`src/hdl/cruise_throttle_input_controller_defines.svh`:
```
// Assertion macros used by the controller's back end.
`ifndef CRUISE_THROTTLE_INPUT_CONTROLLER_DEFINES_SVH
`define CRUISE_THROTTLE_INPUT_CONTROLLER_DEFINES_SVH

// The consequent must hold in the same cycle as the antecedent.
`define CTIC_ASSERT_NOW(label, clk, rst_n, ante, cons, msg) \
  label: assert property (@(posedge clk) disable iff (!rst_n) (ante) |-> (cons)) \
    else $error(msg);

// The consequent must hold in the cycle after the antecedent.
`define CTIC_ASSERT_NEXT(label, clk, rst_n, ante, cons, msg) \
  label: assert property (@(posedge clk) disable iff (!rst_n) (ante) |=> (cons)) \
    else $error(msg);

`endif

```
`src/hdl/ctic_pkg.sv`:
```
package ctic_pkg;

  // Item kinds carried on the input tuser bit.
  localparam logic FUNC_CONTROL = 1'b0;
  localparam logic FUNC_PULSE   = 1'b1;

  // Pulse width clamp limits in microseconds.
  localparam int unsigned PW_MIN = 381;
  localparam int unsigned PW_MAX = 2937;

  // Largest percentage value.
  localparam logic [6:0] PCT_MAX = 7'd100;

  // Configuration port.
  localparam int unsigned CFG_AW = 3;
  localparam logic [CFG_AW-1:0] CFG_ADDR_INTERVAL = 3'd0;
  localparam logic [15:0] INTERVAL_RESET = 16'd50;

  // Status bit positions.
  localparam int unsigned ST_BRAKE  = 0;
  localparam int unsigned ST_MINUS  = 1;
  localparam int unsigned ST_PLUS   = 2;
  localparam int unsigned ST_CRUISE = 3;

  // Classified item passed from the front end to the back end.
  typedef struct packed {
    logic        func;
    logic [6:0]  pct;
    logic        brake;
    logic        cruise;
    logic        plus;
    logic        minus;
    logic [31:0] now_ms;
  } item_t;

endpackage

```
`src/hdl/ctic_front.sv`:
```
module ctic_front
  import ctic_pkg::*;
(
  input  logic        clk,
  input  logic        rst_n,
  input  logic        in_tvalid,
  output logic        in_tready,
  input  logic [63:0] in_tdata,
  input  logic        in_tuser,
  output logic        q_valid,
  input  logic        q_ready,
  output item_t       q_item
);

  // Reciprocal constants: pct = d * 100 / 2556 and pct = a * 100 / 1023,
  // each folded into one multiply by a constant and a right shift.
  localparam logic [21:0] PW_RECIP = 22'd2625550;
  localparam logic [23:0] AN_RECIP = 24'd13120100;
  localparam logic [15:0] PW_LO    = 16'(PW_MIN);
  localparam logic [15:0] PW_HI    = 16'(PW_MAX);
  localparam logic [11:0] PW_SPAN  = 12'(PW_MAX - PW_MIN);

  logic        valid_r, valid_nxt;
  item_t       item_r, item_nxt;
  logic        accept;
  logic [15:0] pw;
  logic [9:0]  an;
  logic [11:0] pw_off;
  logic [33:0] pw_prod;
  logic [33:0] an_prod;

  assign pw = in_tdata[15:0];
  assign an = in_tdata[25:16];

  assign in_tready = !valid_r || q_ready;
  assign accept    = in_tvalid && in_tready;

  // Clamp the pulse width and scale both readings to percent.
  always_comb begin
    if (pw < PW_LO) begin
      pw_off = '0;
    end else if (pw > PW_HI) begin
      pw_off = PW_SPAN;
    end else begin
      pw_off = 12'(pw - PW_LO);
    end
    pw_prod = 34'(pw_off) * 34'(PW_RECIP);
    an_prod = 34'(an) * 34'(AN_RECIP);
  end

  // Build the classified item.
  always_comb begin
    item_nxt.func   = in_tuser;
    item_nxt.pct    = (in_tuser == FUNC_PULSE) ? pw_prod[32:26] : an_prod[33:27];
    item_nxt.brake  = in_tdata[26];
    item_nxt.cruise = in_tdata[27];
    item_nxt.plus   = in_tdata[28];
    item_nxt.minus  = in_tdata[29];
    item_nxt.now_ms = in_tdata[61:30];
  end

  always_comb begin
    if (accept) begin
      valid_nxt = 1'b1;
    end else if (q_ready) begin
      valid_nxt = 1'b0;
    end else begin
      valid_nxt = valid_r;
    end
  end

  // Stage register.
  always_ff @(posedge clk) begin
    if (!rst_n) begin
      valid_r <= 1'b0;
    end else begin
      valid_r <= valid_nxt;
    end
  end

  always_ff @(posedge clk) begin
    if (accept) begin
      item_r <= item_nxt;
    end
  end

  assign q_valid = valid_r;
  assign q_item  = item_r;

endmodule

```
`src/hdl/ctic_queue.sv`:
```
module ctic_queue
  import ctic_pkg::*;
#(
  parameter int unsigned DEPTH = 2
) (
  input  logic  clk,
  input  logic  rst_n,
  input  logic  wr_valid,
  output logic  wr_ready,
  input  item_t wr_item,
  output logic  rd_valid,
  input  logic  rd_ready,
  output item_t rd_item
);

  localparam int unsigned PW = (DEPTH > 1) ? $clog2(DEPTH) : 1;
  localparam int unsigned CW = $clog2(DEPTH + 1);
  localparam logic [PW-1:0] PTR_LAST = PW'(DEPTH - 1);
  localparam logic [CW-1:0] CNT_FULL = CW'(DEPTH);

  item_t         mem_r [DEPTH];
  logic [PW-1:0] wr_ptr_r, wr_ptr_nxt;
  logic [PW-1:0] rd_ptr_r, rd_ptr_nxt;
  logic [CW-1:0] count_r, count_nxt;
  logic          push, pop;

  assign wr_ready = (count_r != CNT_FULL);
  assign rd_valid = (count_r != '0);
  assign push     = wr_valid && wr_ready;
  assign pop      = rd_valid && rd_ready;
  assign rd_item  = mem_r[rd_ptr_r];

  // Pointer and fill count update.
  always_comb begin
    wr_ptr_nxt = wr_ptr_r;
    rd_ptr_nxt = rd_ptr_r;
    count_nxt  = count_r;
    if (push) begin
      wr_ptr_nxt = (wr_ptr_r == PTR_LAST) ? '0 : wr_ptr_r + 1'b1;
    end
    if (pop) begin
      rd_ptr_nxt = (rd_ptr_r == PTR_LAST) ? '0 : rd_ptr_r + 1'b1;
    end
    if (push && !pop) begin
      count_nxt = count_r + 1'b1;
    end else if (pop && !push) begin
      count_nxt = count_r - 1'b1;
    end
  end

  always_ff @(posedge clk) begin
    if (!rst_n) begin
      wr_ptr_r <= '0;
      rd_ptr_r <= '0;
      count_r  <= '0;
    end else begin
      wr_ptr_r <= wr_ptr_nxt;
      rd_ptr_r <= rd_ptr_nxt;
      count_r  <= count_nxt;
    end
  end

  // Entry storage.
  always_ff @(posedge clk) begin
    if (push) begin
      mem_r[wr_ptr_r] <= wr_item;
    end
  end

endmodule

```
`src/hdl/ctic_back.sv`:
```
`include "cruise_throttle_input_controller_defines.svh"

module ctic_back
  import ctic_pkg::*;
(
  input  logic        clk,
  input  logic        rst_n,
  input  logic [15:0] interval,
  input  logic        q_valid,
  output logic        q_ready,
  input  item_t       q_item,
  output logic        out_tvalid,
  input  logic        out_tready,
  output logic [15:0] out_tdata,
  output logic        out_tuser
);

  logic        pop;
  logic        send_due;
  logic [31:0] elapsed;
  logic [7:0]  pct_sum;
  logic        plus_upd, minus_upd;
  logic [3:0]  status;

  logic [6:0]  pwm_percent_r, pwm_percent_nxt;
  logic [6:0]  throttle_hold_r, throttle_hold_nxt;
  logic        brake_prev_r, brake_prev_nxt;
  logic        cruise_prev_r, cruise_prev_nxt;
  logic        plus_prev_r, plus_prev_nxt;
  logic        minus_prev_r, minus_prev_nxt;
  logic        cruise_active_r, cruise_active_nxt;
  logic        brake_active_r, brake_active_nxt;
  logic        plus_flag_r, plus_flag_nxt;
  logic        minus_flag_r, minus_flag_nxt;
  logic [31:0] last_send_ms_r, last_send_ms_nxt;

  logic        out_tvalid_r, out_tvalid_nxt;
  logic [15:0] out_tdata_r, out_tdata_nxt;
  logic        out_tuser_r, out_tuser_nxt;

  // An item leaves the queue when the output register is free or draining.
  assign q_ready = !out_tvalid_r || out_tready;
  assign pop     = q_valid && q_ready;

  assign elapsed = q_item.now_ms - last_send_ms_r;
  assign pct_sum = {1'b0, q_item.pct} + {1'b0, pwm_percent_r};

  // Brake, cruise and message logic for one item.
  always_comb begin
    pwm_percent_nxt   = pwm_percent_r;
    throttle_hold_nxt = throttle_hold_r;
    brake_prev_nxt    = brake_prev_r;
    cruise_prev_nxt   = cruise_prev_r;
    plus_prev_nxt     = plus_prev_r;
    minus_prev_nxt    = minus_prev_r;
    cruise_active_nxt = cruise_active_r;
    brake_active_nxt  = brake_active_r;
    plus_upd          = plus_flag_r;
    minus_upd         = minus_flag_r;
    last_send_ms_nxt  = last_send_ms_r;
    send_due          = 1'b0;

    if (q_item.func == FUNC_PULSE) begin
      pwm_percent_nxt = q_item.pct;
    end else begin
      if (brake_prev_r && !q_item.brake) begin
        brake_active_nxt  = 1'b0;
        throttle_hold_nxt = '0;
      end
      if (!q_item.brake) begin
        if (q_item.cruise && !cruise_prev_r) begin
          cruise_active_nxt = !cruise_active_r;
        end
        cruise_prev_nxt = q_item.cruise;
        if (cruise_active_nxt) begin
          plus_upd       = plus_flag_r | (q_item.plus & ~plus_prev_r);
          minus_upd      = minus_flag_r | (q_item.minus & ~minus_prev_r);
          plus_prev_nxt  = q_item.plus;
          minus_prev_nxt = q_item.minus;
        end else begin
          throttle_hold_nxt = pct_sum[7:1];
        end
      end else begin
        brake_active_nxt  = 1'b1;
        cruise_active_nxt = 1'b0;
        throttle_hold_nxt = '0;
      end
      brake_prev_nxt = q_item.brake;
      send_due       = elapsed > {16'b0, interval};
      if (send_due) begin
        last_send_ms_nxt = q_item.now_ms;
      end
    end

    // The message carries the flags before they are cleared.
    plus_flag_nxt  = send_due ? 1'b0 : plus_upd;
    minus_flag_nxt = send_due ? 1'b0 : minus_upd;

    status            = '0;
    status[ST_CRUISE] = cruise_active_nxt;
    status[ST_PLUS]   = plus_upd;
    status[ST_MINUS]  = minus_upd;
    status[ST_BRAKE]  = brake_active_nxt;

    out_tdata_nxt = {3'b000, brake_prev_nxt, cruise_active_nxt, status, throttle_hold_nxt};
    out_tuser_nxt = send_due;
  end

  // Output register valid.
  always_comb begin
    if (pop) begin
      out_tvalid_nxt = 1'b1;
    end else if (out_tready) begin
      out_tvalid_nxt = 1'b0;
    end else begin
      out_tvalid_nxt = out_tvalid_r;
    end
  end

  // Controller state.
  always_ff @(posedge clk) begin
    if (!rst_n) begin
      pwm_percent_r   <= '0;
      throttle_hold_r <= '0;
      brake_prev_r    <= 1'b0;
      cruise_prev_r   <= 1'b0;
      plus_prev_r     <= 1'b0;
      minus_prev_r    <= 1'b0;
      cruise_active_r <= 1'b0;
      brake_active_r  <= 1'b0;
      plus_flag_r     <= 1'b0;
      minus_flag_r    <= 1'b0;
      last_send_ms_r  <= '0;
      out_tvalid_r    <= 1'b0;
    end else begin
      out_tvalid_r <= out_tvalid_nxt;
      if (pop) begin
        pwm_percent_r   <= pwm_percent_nxt;
        throttle_hold_r <= throttle_hold_nxt;
        brake_prev_r    <= brake_prev_nxt;
        cruise_prev_r   <= cruise_prev_nxt;
        plus_prev_r     <= plus_prev_nxt;
        minus_prev_r    <= minus_prev_nxt;
        cruise_active_r <= cruise_active_nxt;
        brake_active_r  <= brake_active_nxt;
        plus_flag_r     <= plus_flag_nxt;
        minus_flag_r    <= minus_flag_nxt;
        last_send_ms_r  <= last_send_ms_nxt;
      end
    end
  end

  // Result payload.
  always_ff @(posedge clk) begin
    if (pop) begin
      out_tdata_r <= out_tdata_nxt;
      out_tuser_r <= out_tuser_nxt;
    end
  end

  assign out_tvalid = out_tvalid_r;
  assign out_tdata  = out_tdata_r;
  assign out_tuser  = out_tuser_r;

  // Pressing the brake cancels cruise and zeroes the throttle.
  `CTIC_ASSERT_NEXT(a_brake_cancels, clk, rst_n, pop && (q_item.func == FUNC_CONTROL) && q_item.brake, !cruise_active_r && brake_active_r && (throttle_hold_r == '0), "brake item did not cancel cruise")
  // A sent message clears the button flags and restarts the interval.
  `CTIC_ASSERT_NEXT(a_send_clears, clk, rst_n, pop && send_due, !plus_flag_r && !minus_flag_r && (last_send_ms_r == $past(q_item.now_ms)), "message did not clear flags")
  // A pulse width item leaves the cruise state alone.
  `CTIC_ASSERT_NEXT(a_pulse_keeps_state, clk, rst_n, pop && (q_item.func == FUNC_PULSE), $stable(cruise_active_r) && $stable(throttle_hold_r) && $stable(last_send_ms_r), "pulse item changed control state")
  // The throttle command never exceeds full scale.
  `CTIC_ASSERT_NOW(a_throttle_range, clk, rst_n, out_tvalid_r, out_tdata_r[6:0] <= PCT_MAX, "throttle above full scale")

endmodule

```
`src/hdl/cruise_throttle_input_controller.sv`:
```
// An accepted input item passes through the front stage, a queue entry and the
// output register before its result appears on the output.
// Throughput: one item per clock unless a side stalls; the front stage, a 2-entry
// queue and the output register let input and output stall independently.
// Each result costs one pass through the combinational state update in the back end.
// Reset (synchronous, active low) clears all controller state and sets the
// message interval to 50 ms.
module cruise_throttle_input_controller
  import ctic_pkg::*;
#(
  parameter int unsigned QUEUE_DEPTH = 2
) (
  input  logic              clk,
  input  logic              rst_n,
  input  logic              in_tvalid,
  output logic              in_tready,
  // [15:0] pulse_width_us, [25:16] analog_sample, [26] brake_level,
  // [27] cruise_level, [28] plus_level, [29] minus_level, [61:30] now_ms
  input  logic [63:0]       in_tdata,
  // [0] func
  input  logic              in_tuser,
  output logic              out_tvalid,
  input  logic              out_tready,
  // [6:0] throttle_percent, [10:7] status_bits, [11] cruise_led, [12] brake_led
  output logic [15:0]       out_tdata,
  // [0] send_valid
  output logic              out_tuser,
  input  logic              cfg_psel,
  input  logic              cfg_penable,
  input  logic              cfg_pwrite,
  input  logic [CFG_AW-1:0] cfg_paddr,
  input  logic [31:0]       cfg_pwdata,
  output logic [31:0]       cfg_prdata,
  output logic              cfg_pready
);

  logic        interval_wr;
  logic [15:0] interval_r, interval_nxt;
  logic        fq_valid, fq_ready;
  item_t       fq_item;
  logic        bq_valid, bq_ready;
  item_t       bq_item;

  // Configuration register.
  assign cfg_pready  = 1'b1;
  assign interval_wr = cfg_psel && cfg_penable && cfg_pwrite && cfg_pready &&
                       (cfg_paddr == CFG_ADDR_INTERVAL);
  assign interval_nxt = interval_wr ? cfg_pwdata[15:0] : interval_r;
  assign cfg_prdata   = (cfg_paddr == CFG_ADDR_INTERVAL) ? {16'b0, interval_r} : '0;

  always_ff @(posedge clk) begin
    if (!rst_n) begin
      interval_r <= INTERVAL_RESET;
    end else begin
      interval_r <= interval_nxt;
    end
  end

  // Front end: accept, scale and classify.
  ctic_front u_front (
    .clk       (clk),
    .rst_n     (rst_n),
    .in_tvalid (in_tvalid),
    .in_tready (in_tready),
    .in_tdata  (in_tdata),
    .in_tuser  (in_tuser),
    .q_valid   (fq_valid),
    .q_ready   (fq_ready),
    .q_item    (fq_item)
  );

  // Decoupling queue.
  ctic_queue #(
    .DEPTH (QUEUE_DEPTH)
  ) u_queue (
    .clk      (clk),
    .rst_n    (rst_n),
    .wr_valid (fq_valid),
    .wr_ready (fq_ready),
    .wr_item  (fq_item),
    .rd_valid (bq_valid),
    .rd_ready (bq_ready),
    .rd_item  (bq_item)
  );

  // Back end: cruise state and message timing.
  ctic_back u_back (
    .clk        (clk),
    .rst_n      (rst_n),
    .interval   (interval_r),
    .q_valid    (bq_valid),
    .q_ready    (bq_ready),
    .q_item     (bq_item),
    .out_tvalid (out_tvalid),
    .out_tready (out_tready),
    .out_tdata  (out_tdata),
    .out_tuser  (out_tuser)
  );

endmodule
```
`config.mk`:
```
export PLATFORM = sky130hd
export DESIGN_NAME = cruise_throttle_input_controller
export DESIGN_NICKNAME = d
export VERILOG_FILES = /design/src/hdl/ctic_pkg.sv /design/src/hdl/ctic_front.sv /design/src/hdl/ctic_queue.sv /design/src/hdl/ctic_back.sv /design/src/hdl/cruise_throttle_input_controller.sv
export VERILOG_INCLUDE_DIRS = /design/src /design/src/hdl
export SDC_FILE = /design/constraint.sdc
export NUM_CORES = 1
export LEC_CHECK = 0
export BUFFER_PORTS_ARGS = -buffer_cell sky130_fd_sc_hd__clkbuf_2
export CORE_MARGIN = 4
export CORE_UTILIZATION = 45
export DETAILED_ROUTE_END_ITERATION = 8
export PLACE_DENSITY = 0.62
export SETUP_SLACK_MARGIN = 0.02
export SLEW_MARGIN = 40
export SYNTH_ARGS = -nofsm -noshare
export SYNTH_HDL_FRONTEND = slang
export SYNTH_HIERARCHICAL = 1
export SYNTH_SLANG_ARGS = --single-unit
```
`constraint.sdc`:
```
create_clock -name clk -period 9.7 [get_ports clk]
set_clock_uncertainty 0.15 [all_clocks]
set_input_delay 0.485 -clock clk [delete_from_list [all_inputs] [get_ports clk]]
set_output_delay 0.485 -clock clk [all_outputs]
set_load 0.005 [all_outputs]
```
# After elaboration in Yosys (flattened, before gate mapping)
# Memory sizes are Yosys's and may differ from the RTL's. A register that Yosys moved wholly into a read port is not among the register bits.
# Cells that the tools add are included.
[classes]
n_eq_ne = 1
multipliers = 2
reduce_logical = 28
muxes = 38
magnitude_cmp = 3
bitwise = 8
addsub = 7
[ops]
columns = ["cell", "count"]
rows = [
  ["$mux W7", 5],
  ["$gt A32 B16 Y1", 1],
  ["$mul A10 B22 Y32 const B", 1],
  ["$mul A12 B21 Y32 const B", 1],
  ["$sub A32 B32 Y32", 1],
  ["$mux W1", 28],
  ["$mux W12", 2],
  ["$gt A16 B12 Y1 const B", 1],
  ["$lt A16 B9 Y1 const B", 1],
  ["$mux W16", 1],
  ["$sub A12 B9 Y12 const B", 1],
  ["$logic_and A1 B1 Y1", 10],
  ["$add A7 B7 Y8", 1],
  ["$reduce_bool A2 Y1", 4],
  ["$logic_not A1 Y1", 7],
  ["$reduce_and A3 Y1", 2],
  ["$mux W2", 2],
  ["$not A1 Y1", 4],
  ["$reduce_and A4 Y1", 1],
  ["$logic_not A3 Y1", 1],
  ["$add A1 B1 Y1 const B", 2],
  ["$add A2 B1 Y2 const B", 1],
  ["$and A1 B1 Y1", 2],
  ["$logic_or A1 B1 Y1", 2],
  ["4 further kinds", 5],
]
[totals]
ramBits = 88
mem_count = 1
regBits = 134
word_cells = 114
[mem_list]
columns = ["memory", "depth", "width", "rd", "rd_ports_with_merged_regs", "wr", "line_no", "text"]
rows = [
  ["u_queue.mem_r", 2, 44, 1, 1, 1, "ctic_queue.sv:21", "item_t mem_r [DEPTH];"],
]

# Depth between registers and ports, before layout
[logic_depth]
word_depth = 9
depth_mapped = 26
ltp_nobuf = 23

# Cells and area by module
# Netlist, hierarchy kept.
[by_module_without_submodules]
columns = ["mod", "area_each_um2", "seq_area_each_um2", "cells_each", "instances"]
rows = [
  ["ctic_front", 6571.3, 1341.3, 634, 1],
  ["ctic_back", 5307.6, 1491.4, 666, 1],
  ["ctic_queue", 3415.8, 2742.6, 161, 1],
  ["cruise_throttle_input_controller", 925.9, 320.3, 109, 1],
]

# Least setup slack after synthesis
# OpenSTA, ideal clock, no wires.
[synth_timing]
path_type = "in2reg"
startpoint = "input port in_tdata[14]"
endpoint = "register u_front.item_r, in the netlist u_front/q_item[41], data pin"
path_slack_ps = 3578
arrival_time_ps = 5716
path_buffers = 1
path_stages = 21
setup_time_ps = 256
path_cell_list = "or4_4 > nor4_4 > or3_1 > buf_4 > nand2_1 > nor2_1 > inv_1 > fa_1 > inv_1 > ha_1 > ha_1 > fa_1 > ha_1 > ha_1 > inv_1 > nor4_1 > o211ai_1 > a2111oi_4 > o21ai_1 > xnor2_1 > a22o_1"
[synth_rtl]
columns = ["item", "line_no", "text"]
rows = [
  ["start: declaration", "cruise_throttle_input_controller.sv:19", "input logic [63:0] in_tdata,"],
  ["end signal: assignment", "ctic_front.sv:83", "item_r <= item_nxt;"],
  ["end: declaration", "ctic_front.sv:24", "item_t item_r, item_nxt;"],
]

==> results.yml <==
timing:
  report.final.slew_viol_count: 0
  slew_headroom_pct: 48.1
  fin_crit_ns: 6.58
  hold_viol_final: 0
  max_freq_mhz: 152
  grt_setup_unrepaired: "false"
  fin_hold_ws_ns: 0.0164
  post-route-period-util_pct: 67.9
  setup_tns_ns: 0
  setup_viol: 0
  worst_slew_pin_slew_ns: 0.778
critical_path:
  max_stage_delay_ns: 0.64
  arrival_ns: 6.69
  cpMaxStageDelayCell: "nor4_1"
  critPathMostFrequentCell: "ha_1"
  end_kind: "register"
  cp_max_fo: 9
  regToRegSetupSlack_ns: 3.90
  worstPathCellList: "clkbuf_2 -> inv_1 -> ha_1 -> or3b_2 -> nor4_4 -> or3_1 -> nand2_1 -> nor2_1 -> inv_1 -> fa_1 -> inv_1 -> ha_1 -> ha_1 -> fa_1 -> ha_1 -> ha_1 -> inv_1 -> nor4_1 -> o211ai_1 -> a2111oi_4 -> o21ai_1 -> xnor2_1 -> a22o_1"
  worstPathRequired_ns: 9.81
  critPathKind: "in2reg"
  cp-start-kind: "input port"
  worst_r2r_path_depth: 20
detailed_routing:
  wl_per_cell_um: 15.2
  vias_per_cell: 5.20
  wl_met2_mm: 16.6
  ant_nets: 0
  highest_layer: "met4"
  first_iter_violations: 568
  remaining_drc_errors: 0
  vias: 11268
  firstDrtPassIters: 5
  wl_met1_mm: 14.6
  routed_wl_mm: 32.9
  routed-wl-met3_mm: 1.12
clocking:
  cts_tree: "done"
  clock-sinks: 222
  cts.path.max_buffers: 3
  clk_latency_ns: 0.50
  cts-root-buf: "clkbuf_16"
  path_clk_slew_ns: 0.06
  numCtsBuffers: 22
  cts_htree_levels: 1
  cts_setup_buffers: 0
  cts_resized: 0
synthesis:
  ys_ff_latch: 222
  synth_edf_count: 145
  synth_cell_type_count: 81
  netlist_instances: 1570
  ys_warn_count: 6
  syn-cell-area_sq_mm: 0.0162
  avgSynthCellArea_sq_um: 10.3
  synthArstFlopShare_pct: 0
  synth_flop_cell: "edfxtp_1"
  ys_seq_area_share_pct: 36.3
finish:
  multiInputGateArea_sq_mm: 0.00927
  layout-drive-gt1-share_pct: 14.0
  diodes: 0
  final_common_cell: "ha_1"
  num-fill-cells: 3278
  final_nets: 2082
  postLayoutCellArea_sq_mm: 0.0180
  regArea_sq_mm: 0.00590
  stdcell_count: 2165
  layout_common_cells: "ha_1, inv_1, nand2_1"
  synthToLayoutAreaGrowth_pct: 11.1
die:
  die-area_sq_mm: 0.0391
  ioPinCount: 159
  initial_core_util_pct: 45.6
  die_x_um: 198
  fp-row-count: 69
  core_sq_mm: 0.0356
  die_h_um: 198
global_routing:
  grt_pass1_wl_mm: 54.8
  grt_max_degree: 123
  antenna_found_initial: 0
  globalRoute.totalOverflow: 0
  grtUsageTotal_pct: 16.7
  grt_pass1_vias: 11519
place:
  placed_cells: 2109
  dp_hpwl_mm: 25.3
  gp_congestion: 0.859
  postPlaceCellArea_sq_mm: 0.0171
  io_buffers: 120
outcome:
  status: "complete, no violations"
power_and_ir_drop:
  power.leakage_uw: 0.00788
  vdd_drop_max_uv: 136
  power_density_mw_per_mm2: 221
job:
  maxCapViolations: 0
min_path:
  hold_depth: 1
  hold_class: "in2reg"
## worst paths after layout
path | endpoint | startpoint
setup / recovery | u_front/q_item[41]$_DFFE_PP_ | in_tdata[1]
hold / removal | u_front/q_item[35]$_DFFE_PP_ | in_tdata[26]
setup reg to reg | u_back/last_send_ms_r[4]$_SDFFE_PN0P_ | register
hold reg to reg | u_queue/mem_r[1][26]$_DFFE_PP_ | u_front/q_item[26]$_DFFE_PP_
## sequential cells by signal (all words and copies together) (netlist names), 2 cells and up, named ones only
name,count
interval_r,16
u_back/last_send_ms_r,32
u_back/out_tdata,12
u_back/pwm_percent_r,7
u_back/throttle_hold_r,7
u_front/q_item,44
u_queue/count_r,2
u_queue/mem_r,88
## power by group
| part | internal, uW | switching (uW) | leakage [uW] |
|---|---|---|---|
| Clock | 548 | 351 | 0.000377 |
| Combinational | 778 | 1080 | 0.00551 |
| Sequential | 1170 | 59.2 | 0.00199 |
## through the flow
step / total power [uW] / worst slack [ns] / util (%)
2_1_floorplan: 2690 / 3.58 / -
3_3_place_gp: 3050 / 2.63 / 48.0
3_5_place_dp: 3100 / 2.56 / 48.0
4_1_cts: 4020 / 3.09 / 50.5
5_1_grt: 4310 / 2.52 / 50.7
6_report: 3990 / 3.12 / 50.7
## cell usage after synthesis (8+ instances only)
| cell type | n | share of area (%) |
|---|---|---|
| nand2_1 | 177 | 4.1 |
| clkbuf_1 | 22 | 0.51 |
| a21boi_0 | 22 | 1.0 |
| o21a_1 | 12 | 0.56 |
| mux2_2 | 44 | 3.1 |
| o21ai_1 | 13 | 0.40 |
| nor2_1 | 46 | 1.1 |
| nand4_1 | 16 | 0.62 |
| a21o_1 | 29 | 1.3 |
| buf_4 | 27 | 1.2 |
| fa_1 | 46 | 5.7 |
| o211ai_1 | 9 | 0.42 |
| xnor2_1 | 23 | 1.2 |
| and3_1 | 8 | 0.31 |
| o21ai_0 | 43 | 1.3 |
| a21oi_1 | 67 | 2.1 |
| nand2b_1 | 13 | 0.50 |
| mux2i_1 | 54 | 3.3 |
| and2_1 | 29 | 1.1 |
| inv_1 | 188 | 4.4 |
| nand3_1 | 34 | 1.0 |
| xor2_1 | 27 | 1.5 |
| ha_1 | 241 | 19 |
| dfxtp_1 | 77 | 9.5 |
| nor3_1 | 18 | 0.56 |
| edfxtp_1 | 145 | 27 |
## cells by family after synthesis
group | after synthesis | share of synthesized area (%)
buf+inv | 252 | 7.05
flops | 222 | 36.3
mux | 98 | 6.39
other cells | 3 | 0.0694
simple gates | 392 | 12.0
fa+ha+maj | 287 | 24.3
xor+xnor | 50 | 2.70
compound gates | 266 | 11.2
## per-layer routing
layer,up-vias,global-route usage [%]
met5,-,0
met4,0,3.42
met3,39,1.82
met2,177,30.4
met1,5337,21.5
li1,5715,-
## area by class of cell
| class | count | share of cell area (%) |
|---|---|---|
| clock buffer | 30 | 3.57 |
| clock inverter | 10 | 0.736 |
| inverter | 189 | 3.95 |
| multi-input combinational | 1113 | 51.4 |
| sequential | 222 | 32.7 |
| tap | 461 | 3.20 |
| timing repair buffer | 140 | 4.44 |
## worst max-delay path, delay by kind of cell
family,cells,cell delay [ns]
compound gates,4,1.14
xor+xnor,1,0.14
fa+ha+maj,7,2.08
buf+inv,5,0.48
simple gates,6,2.35
## repair_timing
action / 4_1_cts / 5_1_grt
hold buffers: 12 / 4
setup endpoints to repair: 0 / 0
endpoints found under the hold margin: 12 / 4
Note: power is estimated with default switching activity, not from simulation.
